==> src/hw/rtl/mrr_pkg.sv <==
// ----------------------------------------------------------------------------
// mrr_pkg
// Shared constants and the sequencer state type for the Miller-Rabin round.
// ----------------------------------------------------------------------------
package mrr_pkg;

   localparam int FIELD_W   = 62;  // width of the candidate and witness ports
   localparam int DEF_WIDTH = 62;  // default datapath width

   typedef enum logic [3:0] {
      ST_IDLE,
      ST_SPLIT,
      ST_REDUCE,
      ST_POW_STEP,
      ST_POW_MUL,
      ST_POW_SQR,
      ST_CHECK,
      ST_SQ_START,
      ST_SQ_WAIT,
      ST_FINISH
   } mrr_state_type;

endpackage

==> src/hw/rtl/mrr_modred.sv <==
// ----------------------------------------------------------------------------
// mrr_modred
// Bit-serial restoring reduction: remainder of a dividend modulo n, one
// dividend bit per cycle, most significant first.
// ----------------------------------------------------------------------------
module mrr_modred
   import mrr_pkg::*;
#(
   parameter int WIDTH = DEF_WIDTH
) (
   input  logic             clock,
   input  logic             reset,
   input  logic             start,
   input  logic [WIDTH-1:0] dividend,
   input  logic [WIDTH-1:0] modulus,
   output logic             done,
   output logic [WIDTH-1:0] remainder
);

   localparam int CW = $clog2(WIDTH);

   logic             busy_ff, busy_in;
   logic             done_ff, done_in;
   logic [CW-1:0]    cnt_ff, cnt_in;
   logic [WIDTH-1:0] rem_ff, rem_in;
   logic [WIDTH-1:0] div_ff, div_in;
   logic [WIDTH:0]   trial;

   always_comb begin
      busy_in = busy_ff;
      done_in = 1'b0;
      cnt_in  = cnt_ff;
      rem_in  = rem_ff;
      div_in  = div_ff;
      trial   = {rem_ff, div_ff[WIDTH-1]};
      if (trial >= {1'b0, modulus}) begin
         trial = trial - {1'b0, modulus};
      end
      if (start && !busy_ff) begin
         busy_in = 1'b1;
         cnt_in  = '0;
         rem_in  = '0;
         div_in  = dividend;
      end else if (busy_ff) begin
         rem_in = trial[WIDTH-1:0];
         div_in = {div_ff[WIDTH-2:0], 1'b0};
         cnt_in = cnt_ff + 1'b1;
         if (cnt_ff == CW'(WIDTH - 1)) begin
            busy_in = 1'b0;
            done_in = 1'b1;
         end
      end
   end

   always_ff @(posedge clock) begin
      if (reset) begin
         busy_ff <= 1'b0;
         done_ff <= 1'b0;
      end else begin
         busy_ff <= busy_in;
         done_ff <= done_in;
      end
      cnt_ff <= cnt_in;
      rem_ff <= rem_in;
      div_ff <= div_in;
   end

   assign done      = done_ff;
   assign remainder = rem_ff;

endmodule

==> src/hw/rtl/mrr_modmul.sv <==
// ----------------------------------------------------------------------------
// mrr_modmul
// Bit-serial shift-and-add modular multiplier: one multiplier bit per cycle,
// least significant first, accumulator and multiplicand kept below n.
// ----------------------------------------------------------------------------
module mrr_modmul
   import mrr_pkg::*;
#(
   parameter int WIDTH = DEF_WIDTH
) (
   input  logic             clock,
   input  logic             reset,
   input  logic             start,
   input  logic [WIDTH-1:0] op_x,
   input  logic [WIDTH-1:0] op_y,
   input  logic [WIDTH-1:0] modulus,
   output logic             done,
   output logic [WIDTH-1:0] product
);

   localparam int CW = $clog2(WIDTH);

   logic             busy_ff, busy_in;
   logic             done_ff, done_in;
   logic [CW-1:0]    cnt_ff, cnt_in;
   logic [WIDTH-1:0] acc_ff, acc_in;
   logic [WIDTH-1:0] x_ff, x_in;
   logic [WIDTH-1:0] y_ff, y_in;
   logic [WIDTH:0]   acc_sum;
   logic [WIDTH:0]   dbl_sum;

   always_comb begin
      busy_in = busy_ff;
      done_in = 1'b0;
      cnt_in  = cnt_ff;
      acc_in  = acc_ff;
      x_in    = x_ff;
      y_in    = y_ff;
      // both sums stay below 2n, so one conditional subtract reduces them
      acc_sum = {1'b0, acc_ff} + {1'b0, x_ff};
      if (acc_sum >= {1'b0, modulus}) begin
         acc_sum = acc_sum - {1'b0, modulus};
      end
      dbl_sum = {x_ff, 1'b0};
      if (dbl_sum >= {1'b0, modulus}) begin
         dbl_sum = dbl_sum - {1'b0, modulus};
      end
      if (start && !busy_ff) begin
         busy_in = 1'b1;
         cnt_in  = '0;
         acc_in  = '0;
         x_in    = op_x;
         y_in    = op_y;
      end else if (busy_ff) begin
         if (y_ff[0]) begin
            acc_in = acc_sum[WIDTH-1:0];
         end
         x_in   = dbl_sum[WIDTH-1:0];
         y_in   = {1'b0, y_ff[WIDTH-1:1]};
         cnt_in = cnt_ff + 1'b1;
         if (cnt_ff == CW'(WIDTH - 1)) begin
            busy_in = 1'b0;
            done_in = 1'b1;
         end
      end
   end

   always_ff @(posedge clock) begin
      if (reset) begin
         busy_ff <= 1'b0;
         done_ff <= 1'b0;
      end else begin
         busy_ff <= busy_in;
         done_ff <= done_in;
      end
      cnt_ff <= cnt_in;
      acc_ff <= acc_in;
      x_ff   <= x_in;
      y_ff   <= y_in;
   end

   assign done    = done_ff;
   assign product = acc_ff;

endmodule

==> src/hw/rtl/miller_rabin_round.sv <==
// ----------------------------------------------------------------------------
// miller_rabin_round
// One Miller-Rabin round for a candidate and a witness, bit-serial datapath.
// ----------------------------------------------------------------------------
// One item is worked at a time. Candidates below 4 go straight to the finish
// state. Otherwise the sequencer strips the trailing zeros of n-1 (s of
// them), reduces the witness modulo n in the serial reducer, then runs one
// or two products per bit of the odd part d and s-1 squarings at most, each
// product in the single shared bit-serial multiplier. A new request beat is
// taken while a finished result beat still waits on the response side; only
// the low WIDTH bits of the fields are used.
module miller_rabin_round
   import mrr_pkg::*;
#(
   parameter int WIDTH = DEF_WIDTH
) (
   input  logic               clock,
   input  logic               reset,
   input  logic               req_valid,
   output logic               req_ready,
   input  logic [FIELD_W-1:0] req_candidate,
   input  logic [FIELD_W-1:0] req_witness,
   output logic               rsp_valid,
   input  logic               rsp_ready,
   output logic               rsp_probable_prime
);

   localparam int SW = $clog2(WIDTH);

   mrr_state_type    state_ff, state_in;
   logic [WIDTH-1:0] n_ff, n_in;
   logic [WIDTH-1:0] a_ff, a_in;
   logic [WIDTH-1:0] nm1_ff, nm1_in;
   logic [WIDTH-1:0] d_ff, d_in;
   logic [WIDTH-1:0] r_ff, r_in;
   logic [WIDTH-1:0] b_ff, b_in;
   logic [SW-1:0]    s_ff, s_in;
   logic             res_ff, res_in;
   logic             rsp_valid_ff, rsp_valid_in;
   logic             rsp_pp_ff, rsp_pp_in;

   logic [WIDTH-1:0] cand;
   logic             red_start, red_done;
   logic [WIDTH-1:0] red_rem;
   logic             mul_start, mul_done;
   logic [WIDTH-1:0] mul_x, mul_y, mul_res;

   assign cand = req_candidate[WIDTH-1:0];

   mrr_modred #(.WIDTH(WIDTH)) u_red (
      .clock     (clock),
      .reset     (reset),
      .start     (red_start),
      .dividend  (a_ff),
      .modulus   (n_ff),
      .done      (red_done),
      .remainder (red_rem)
   );

   mrr_modmul #(.WIDTH(WIDTH)) u_mul (
      .clock   (clock),
      .reset   (reset),
      .start   (mul_start),
      .op_x    (mul_x),
      .op_y    (mul_y),
      .modulus (n_ff),
      .done    (mul_done),
      .product (mul_res)
   );

   always_comb begin
      state_in     = state_ff;
      n_in         = n_ff;
      a_in         = a_ff;
      nm1_in       = nm1_ff;
      d_in         = d_ff;
      r_in         = r_ff;
      b_in         = b_ff;
      s_in         = s_ff;
      res_in       = res_ff;
      rsp_pp_in    = rsp_pp_ff;
      rsp_valid_in = rsp_valid_ff && !rsp_ready;
      red_start    = 1'b0;
      mul_start    = 1'b0;
      mul_x        = b_ff;
      mul_y        = b_ff;
      req_ready    = 1'b0;

      unique case (state_ff)
         ST_IDLE: begin
            req_ready = 1'b1;
            if (req_valid) begin
               n_in   = cand;
               a_in   = req_witness[WIDTH-1:0];
               nm1_in = cand - WIDTH'(1);
               d_in   = cand - WIDTH'(1);
               s_in   = '0;
               if (cand < WIDTH'(2)) begin
                  res_in   = 1'b0;
                  state_in = ST_FINISH;
               end else if (cand < WIDTH'(4)) begin
                  res_in   = 1'b1;
                  state_in = ST_FINISH;
               end else begin
                  state_in = ST_SPLIT;
               end
            end
         end
         ST_SPLIT: begin
            if (d_ff[0]) begin
               red_start = 1'b1;
               state_in  = ST_REDUCE;
            end else begin
               d_in = {1'b0, d_ff[WIDTH-1:1]};
               s_in = s_ff + 1'b1;
            end
         end
         ST_REDUCE: begin
            if (red_done) begin
               b_in     = red_rem;
               r_in     = WIDTH'(1);
               state_in = ST_POW_STEP;
            end
         end
         ST_POW_STEP: begin
            mul_start = 1'b1;
            if (d_ff[0]) begin
               mul_x    = r_ff;
               state_in = ST_POW_MUL;
            end else begin
               state_in = ST_POW_SQR;
            end
         end
         ST_POW_MUL: begin
            if (mul_done) begin
               r_in      = mul_res;
               mul_start = 1'b1;
               state_in  = ST_POW_SQR;
            end
         end
         ST_POW_SQR: begin
            if (mul_done) begin
               b_in = mul_res;
               d_in = {1'b0, d_ff[WIDTH-1:1]};
               if (d_ff[WIDTH-1:1] == '0) begin
                  state_in = ST_CHECK;
               end else begin
                  state_in = ST_POW_STEP;
               end
            end
         end
         ST_CHECK: begin
            if (r_ff == WIDTH'(1) || r_ff == nm1_ff) begin
               res_in   = 1'b1;
               state_in = ST_FINISH;
            end else if (s_ff <= SW'(1)) begin
               res_in   = 1'b0;
               state_in = ST_FINISH;
            end else begin
               // s-1 squarings remain
               s_in     = s_ff - 1'b1;
               state_in = ST_SQ_START;
            end
         end
         ST_SQ_START: begin
            mul_start = 1'b1;
            mul_x     = r_ff;
            mul_y     = r_ff;
            state_in  = ST_SQ_WAIT;
         end
         ST_SQ_WAIT: begin
            if (mul_done) begin
               r_in = mul_res;
               if (mul_res == nm1_ff) begin
                  res_in   = 1'b1;
                  state_in = ST_FINISH;
               end else if (mul_res == WIDTH'(1) || s_ff == SW'(1)) begin
                  res_in   = 1'b0;
                  state_in = ST_FINISH;
               end else begin
                  s_in     = s_ff - 1'b1;
                  state_in = ST_SQ_START;
               end
            end
         end
         ST_FINISH: begin
            // hold until the response register is free
            if (!rsp_valid_ff || rsp_ready) begin
               rsp_valid_in = 1'b1;
               rsp_pp_in    = res_ff;
               state_in     = ST_IDLE;
            end
         end
         default: begin
            state_in = ST_IDLE;
         end
      endcase
   end

   always_ff @(posedge clock) begin
      if (reset) begin
         state_ff     <= ST_IDLE;
         rsp_valid_ff <= 1'b0;
      end else begin
         state_ff     <= state_in;
         rsp_valid_ff <= rsp_valid_in;
      end
      n_ff      <= n_in;
      a_ff      <= a_in;
      nm1_ff    <= nm1_in;
      d_ff      <= d_in;
      r_ff      <= r_in;
      b_ff      <= b_in;
      s_ff      <= s_in;
      res_ff    <= res_in;
      rsp_pp_ff <= rsp_pp_in;
   end

   assign rsp_valid          = rsp_valid_ff;
   assign rsp_probable_prime = rsp_pp_ff;

endmodule
==> config.mk <==
export PLATFORM = sky130hd
export DESIGN_NAME = miller_rabin_round
export DESIGN_NICKNAME = d
export VERILOG_FILES = /design/src/hw/rtl/mrr_pkg.sv /design/src/hw/rtl/mrr_modred.sv /design/src/hw/rtl/mrr_modmul.sv /design/src/hw/rtl/miller_rabin_round.sv
export SDC_FILE = /design/constraint.sdc
export NUM_CORES = 2
export LEC_CHECK = 0
export BUFFER_PORTS_ARGS = -buffer_cell sky130_fd_sc_hd__buf_4
export CAP_MARGIN = 20
export CORE_ASPECT_RATIO = 1.25
export CORE_MARGIN = 8
export CORE_UTILIZATION = 45
export DETAILED_ROUTE_END_ITERATION = 12
export HOLD_SLACK_MARGIN = 0.05
export PLACE_DENSITY = 0.64
export SYNTH_ARGS = -nofsm -noshare
export SYNTH_HDL_FRONTEND = slang
export SYNTH_SLANG_ARGS = --single-unit
==> constraint.sdc <==
create_clock -name clock -period 14 [get_ports clock]
set_input_delay 2.1 -clock clock [delete_from_list [all_inputs] [get_ports clock]]
set_output_delay 2.1 -clock clock [all_outputs]
set_load 0.05 [all_outputs]
# Word-level counts from Yosys, hierarchy flattened
# Index checks and enable logic that the tools add are counted.
dict set report totals {
  regBits 711
  latchBits 0
  mem_bits_rw 0
  rom_bits 0
  output_inout_bits 3
  wordCells 174
  mem_count 0
}
dict set report classes {
  addsub 9
  mul 0
  n_div 0
  order_cmp 6
  n_eq_ne 32
  n_shift 0
  muxes 69
  bitwise_logic 2
  reduce_logical 33
}
# cell n
set op_table {}
lappend op_table {{$mux W62} 17}
lappend op_table {{$pmux W62 S2} 3}
lappend op_table {{$ge A63 B62 Y1} 3}
lappend op_table {{$pmux W62 S3} 1}
lappend op_table {{$sub A62 B62 Y62} 3}
lappend op_table {{$eq A62 B1 Y1 const B} 2}
lappend op_table {{$eq A62 B62 Y1} 2}
lappend op_table {{$add A62 B62 Y63} 1}
lappend op_table {{$lt A62 B2 Y1 const B} 1}
lappend op_table {{$lt A62 B3 Y1 const B} 1}
lappend op_table {{$sub A62 B1 Y62 const B} 1}
lappend op_table {{$logic_not A61 Y1} 1}
lappend op_table {{$mux W4} 13}
lappend op_table {{$mux W6} 7}
lappend op_table {{$pmux W4 S10} 1}
lappend op_table {{$pmux W6 S4} 1}
lappend op_table {{$mux W1} 23}
lappend op_table {{$add A6 B1 Y6 const B} 3}
lappend op_table {{$eq A4 B3 Y1 const B} 4}
lappend op_table {{$ne A2 B2 Y1 const B} 8}
lappend op_table {{$eq A6 B6 Y1 const B} 2}
lappend op_table {{$ne A2 B1 Y1 const B} 5}
lappend op_table {{$ne A3 B3 Y1 const B} 3}
lappend op_table {{$reduce_and A3 Y1} 3}
lappend op_table {{other kinds (24)} 42}

# Longest topological paths before layout
dict set report logic_depth {
  word_depth 6
  ltp_mapped 27
  depth_no_buf 24
}

# Modules after synthesis
# From an unflattened synthesis, not the netlist that was laid out.
dict set report unflattened {
  cells_unflattened 5129
  hier_area_um2 48126.2
}
# module n_inst cells_per_inst area_per_inst_um2
set by_module_without_submodules {}
lappend by_module_without_submodules {mrr_modmul 1 2642 20260.7}
lappend by_module_without_submodules {miller_rabin_round 1 1406 18388.9}
lappend by_module_without_submodules {mrr_modred 1 1081 9476.6}

# Worst setup path before layout
# Ideal clock, no wire load.
dict set report synth_timing {
  kind {reg2reg}
  start {register state_ff[3]}
  end {register b_ff[0] (enable)}
  setup_ns 0.558
  arrival_time_ns 5.883
  required_time_ns 13.442
  path_slack_ns 7.558
  path_stages_with_launch 8
  n_path_buf 3
  path_cell_list {dfxtp_1 clkbuf_1 nand2b_1 nor3b_1 clkbuf_1 clkbuf_1 nor2_1 nor3_1}
}
dict set report synth_via {
  elab_chain_cells 3
  word_cells_on_any_way 6
  cone_classes {eq/ne (4); reduce/logical (2)}
}
# item line
set synth_rtl {}
lappend synth_rtl {{start, declared} miller_rabin_round.sv:30} ;# mrr_state_type state_ff, state_in;
lappend synth_rtl {{start signal, assigned} miller_rabin_round.sv:205} ;# state_ff <= state_in;
lappend synth_rtl {{$eq A4 B2 Y1 / $eq A4 B3 Y1 (equally long branches)} miller_rabin_round.sv:89} ;# unique case (state_ff)
lappend synth_rtl {{$ne A2 B1 Y1 (no line) / $reduce_bool A2 Y1 (equally long branches)} -}
lappend synth_rtl {{$reduce_and A3 Y1 (no line) (*)} -}
lappend synth_rtl {{end signal, assigned} miller_rabin_round.sv:213} ;# b_ff <= b_in;
lappend synth_rtl {{end, declared} miller_rabin_round.sv:36} ;# logic [WIDTH-1:0] b_ff, b_in;
# Mark *: on every way between the ends. The rest lies on a longest branch, timed or not.
# A chain may end at the register's enable or synchronous reset.

# Worst setup path after layout
dict set report layout_timing {
  start {register u_mul.acc_ff[12] (netlist: u_mul.product[12])}
  end {register u_mul.acc_ff[5] (netlist: u_mul.product[5])}
}
dict set report layout_via {
  elab_chain_cells 3
}
# item line
set layout_rtl {}
lappend layout_rtl {{start, declared} mrr_modmul.sv:26} ;# logic [WIDTH-1:0] acc_ff, acc_in;
lappend layout_rtl {{start signal, assigned} mrr_modmul.sv:77} ;# acc_ff <= acc_in;
lappend layout_rtl {{$add A62 B62 Y63} mrr_modmul.sv:40} ;# acc_sum = {1'b0, acc_ff} + {1'b0, x_ff};
lappend layout_rtl {{$ge A63 B62 Y1} mrr_modmul.sv:41} ;# if (acc_sum >= {1'b0, modulus}) begin
lappend layout_rtl {{$mux W62} mrr_modmul.sv:41}
# Every way passes these cells.

==> impl_metrics.toml <==
[critical_path]
path_max_fanout = 79
critPathKind = "reg -> reg"
reg2reg_slack_ps = 6360
cp-startpoint = "u_mul.product[12]$_SDFFE_PP0P_"
crit_required_ps = 14540
cp-start-kind = "register"
worstReg2RegStart = "u_mul.product[12]$_SDFFE_PP0P_"
crit_arrival_ps = 8180
cp-end-kind = "register"

[power_and_ir_drop]
switching_share_pct = 48.6
p_total_mw = 13.9
comb_power_share_pct = 58.0
powerDensity_mw_per_mm2 = 269
power_frac_clock_pct = 15.4
p_switching_mw = 6.73
power_frac_seq_pct = 26.7
leakagePower_nw = 20.3
vdd_drop_max_v = 0.000188
internal_power_mw = 7.12

[sta]
tightest_slew_ps = 1180
fmax_mhz = 131
min_period_over_period_pct = 54.6
max-slew-margin-rel_pct = 21.5
clock_skew_ps = 36.7
final_max_slew_viol_count = 0
period_minus_slack_ps = 7640
rsz0062_at_grt = "no"
hold_viol = 0
finalSetupViolations = 0
fin_ws_ps = 6360
fin_hold_ws_ps = 436
finalSetupTns_ps = 0

[global_route]
grt_use_total_pct = 30.7
antenna_found_initial = 8
grt_max_degree = 117
grt_remaining_overflow = 0
grt_pass1_wl_mm = 263
first_global_vias = 38500

[floorplanning]
die_h_um = 376
top_level_ports = 131
rows = 132
die_w_um = 304
coreArea_mm2 = 0.103
start_util_pct = 45.2
dieArea_mm2 = 0.115

[cells_and_area]
area_growth_syn_to_layout_pct = 10.3
drive_gt1_share_pct = 9.59
finalNetCount = 5294
fillers = 9634
stdcell_area_mm2 = 0.0516

[drt]
drt_iter0_drc = 4478
drc = 0
totalWireLength_mm = 183
wire_per_inst_um = 28.9
drtAntennaViolNets = 0
drtPass1Iterations = 6
drt-vias-per-instance = 6.34
vias = 40000

[clock_tree]
htreeDepth = 3
numCtsBuffers = 80
cts_setup_buffers = 0
ctsResizeCount = 0
clkTransAtPathRegs_ps = 70
clockBufferDepth = 3
clock_latency_ps = 690
cts_sinks = 711
root_buffer = "clkbuf_16"
cts_tree = "yes"
postCtsHoldBufs = 0

[logic_synthesis]
synth_most_common_cell = "edfxtp_1"
synthCells = 4897
ys_seq_elements = 711
synthFlopType = "edfxtp_1"
synth.top_cell.area_share_pct = 36.3
syn_nets = 5285
synth_edf_count = 566
yosysTopAreaCell = "edfxtp_1"
ys_top_cells_by_area = "edfxtp_1 36%, ha_1 6.8%, dfxtp_1 6.2%"
synthesis.area_mm2 = 0.0468
yosys_warnings = 0
synth_seq_area_share_pct = 42.5
synth_commonest_cells = "566 x edfxtp_1, 523 x nand2_1, 385 x a21oi_1"
synthArstFlopShare_pct = 0
synth_area_per_cell_um2 = 9.55
synth_cell_types = 88

[placed_design]
port_buffers = 130
place_area_mm2 = 0.0490
dp_hpwl_mm = 142
place_ws_ps = 6370
gp_congestion = 1.00

[min_path]
hold_start = "res_ff$_DFFE_PP_"
hold_class = "reg -> reg"

[outcome]
status = "finished clean"

[run]
max_cap_violations = 0
-- metal layers --
| metal | wire length [um] | track usage, % |
|---|---|---|
| met2 | 83900 | 49.9 |
| met1 | 74400 | 40.0 |
| met5 | 0 | 0 |
| met4 | 9850 | 15.1 |
| met3 | 14400 | 4.44 |
-- cells by family after synthesis --
kind of cell / Yosys count / synth area share (%)
compound gates: 1406 / 19.1
xor+xnor: 407 / 7.62
fa+ha+maj: 260 / 7.02
buf+inv: 392 / 3.20
flops: 711 / 42.5
mux: 226 / 5.16
simple gates: 1495 / 15.4
-- worst paths after layout --
kind / to / cells past startpoint
worst max-delay path: u_mul.product[5]$_SDFFE_PP0P_ / 21
worst min register to register: rsp_probable_prime$_DFFE_PP_ / 0
worst min-delay path: rsp_probable_prime$_DFFE_PP_ / 0
worst max register to register: u_mul.product[5]$_SDFFE_PP0P_ / 21
-- power by group through the flow --
stage,Combinational [mW],Clock [mW],Sequential (mW)
4_1_cts,7.84,2.16,3.67
2_1_floorplan,5.59,0,3.49
6_report,8.03,2.13,3.69
3_5_place_dp,7.79,0,3.71
5_1_grt,8.64,2.23,3.74
3_3_place_gp,7.85,0,3.70
-- flip-flops by register name, indices dropped and copies added, names as in the netlist --
signal / cells
a_ff: 62
b_ff: 62
d_ff: 62
n_ff: 62
nm1_ff: 62
r_ff: 62
u_mul.product: 62
u_mul.x_ff: 62
u_mul.y_ff: 62
u_red.div_ff: 62
u_red.remainder: 62
s_ff: 6
u_mul.cnt_ff: 6
u_red.cnt_ff: 6
state_ff: 4
res_ff: 1
rsp_probable_prime: 1
rsp_valid: 1
u_mul.busy_ff: 1
u_mul.done: 1
u_red.busy_ff: 1
u_red.done: 1
-- placed cells by master (no fill, tap or decap), types with 59 or more instances in the layout --
master     netlist  final
a22o_1          60     59
buf_4            2    179
a21oi_1        385    384
mux2_2         122    122
ha_1           256    256
dfxtp_1        145    144
nand3_1        109    108
nor4_1          98     96
nor2_1         303    300
nand4_1        101    101
and2_1          86     83
mux2i_1        104    104
clkbuf_16        0     81
edfxtp_1       566    566
nand2_1        523    522
a21o_1         129    129
xor2_1         179    179
xnor2_1        228    228
inv_1          139    135
o21ai_0        287    287
a211oi_1        75     75
nor3_1          82     80
a31oi_1         99     99
-- through the flow --
step                utilization [%]  std cells
finish                         49.9       6315
global route                   49.9       6312
CTS                            49.9       6312
detailed placement             47.4       6164
global placement               47.4       6163
floorplan                         -       4897
-- cell type report --
class / instances / area [um^2] / area share [%]
multi-input combinational: 3794 / 25500 / 49.5
antenna: 3 / 7.51 / 0.0146
tap: 1340 / 1680 / 3.25
timing repair buffer: 180 / 1350 / 2.61
sequential: 711 / 19900 / 38.6
inverter: 139 / 534 / 1.04
clock buffer: 104 / 2160 / 4.19
clock inverter: 44 / 432 / 0.837
-- critical path, cell delays in order (launching register included) --
cell and delay [ps]:
dfxtp_1 660, ha_1 340, nand4_1 280, nor4_1 460, nand2_1 140, o211ai_1 690, o211ai_1 250, a21oi_1 370
nor2_1 160, mux2i_1 170, o2111ai_1 180, ha_1 390, nand2_1 340, or4_1 630, nor4_2 790, nand4_1 170
o311a_1 190, o311a_4 240, buf_4 410, and2_1 310, a31oi_1 130, a21oi_1 80
(Power assumes the default switching activity.)
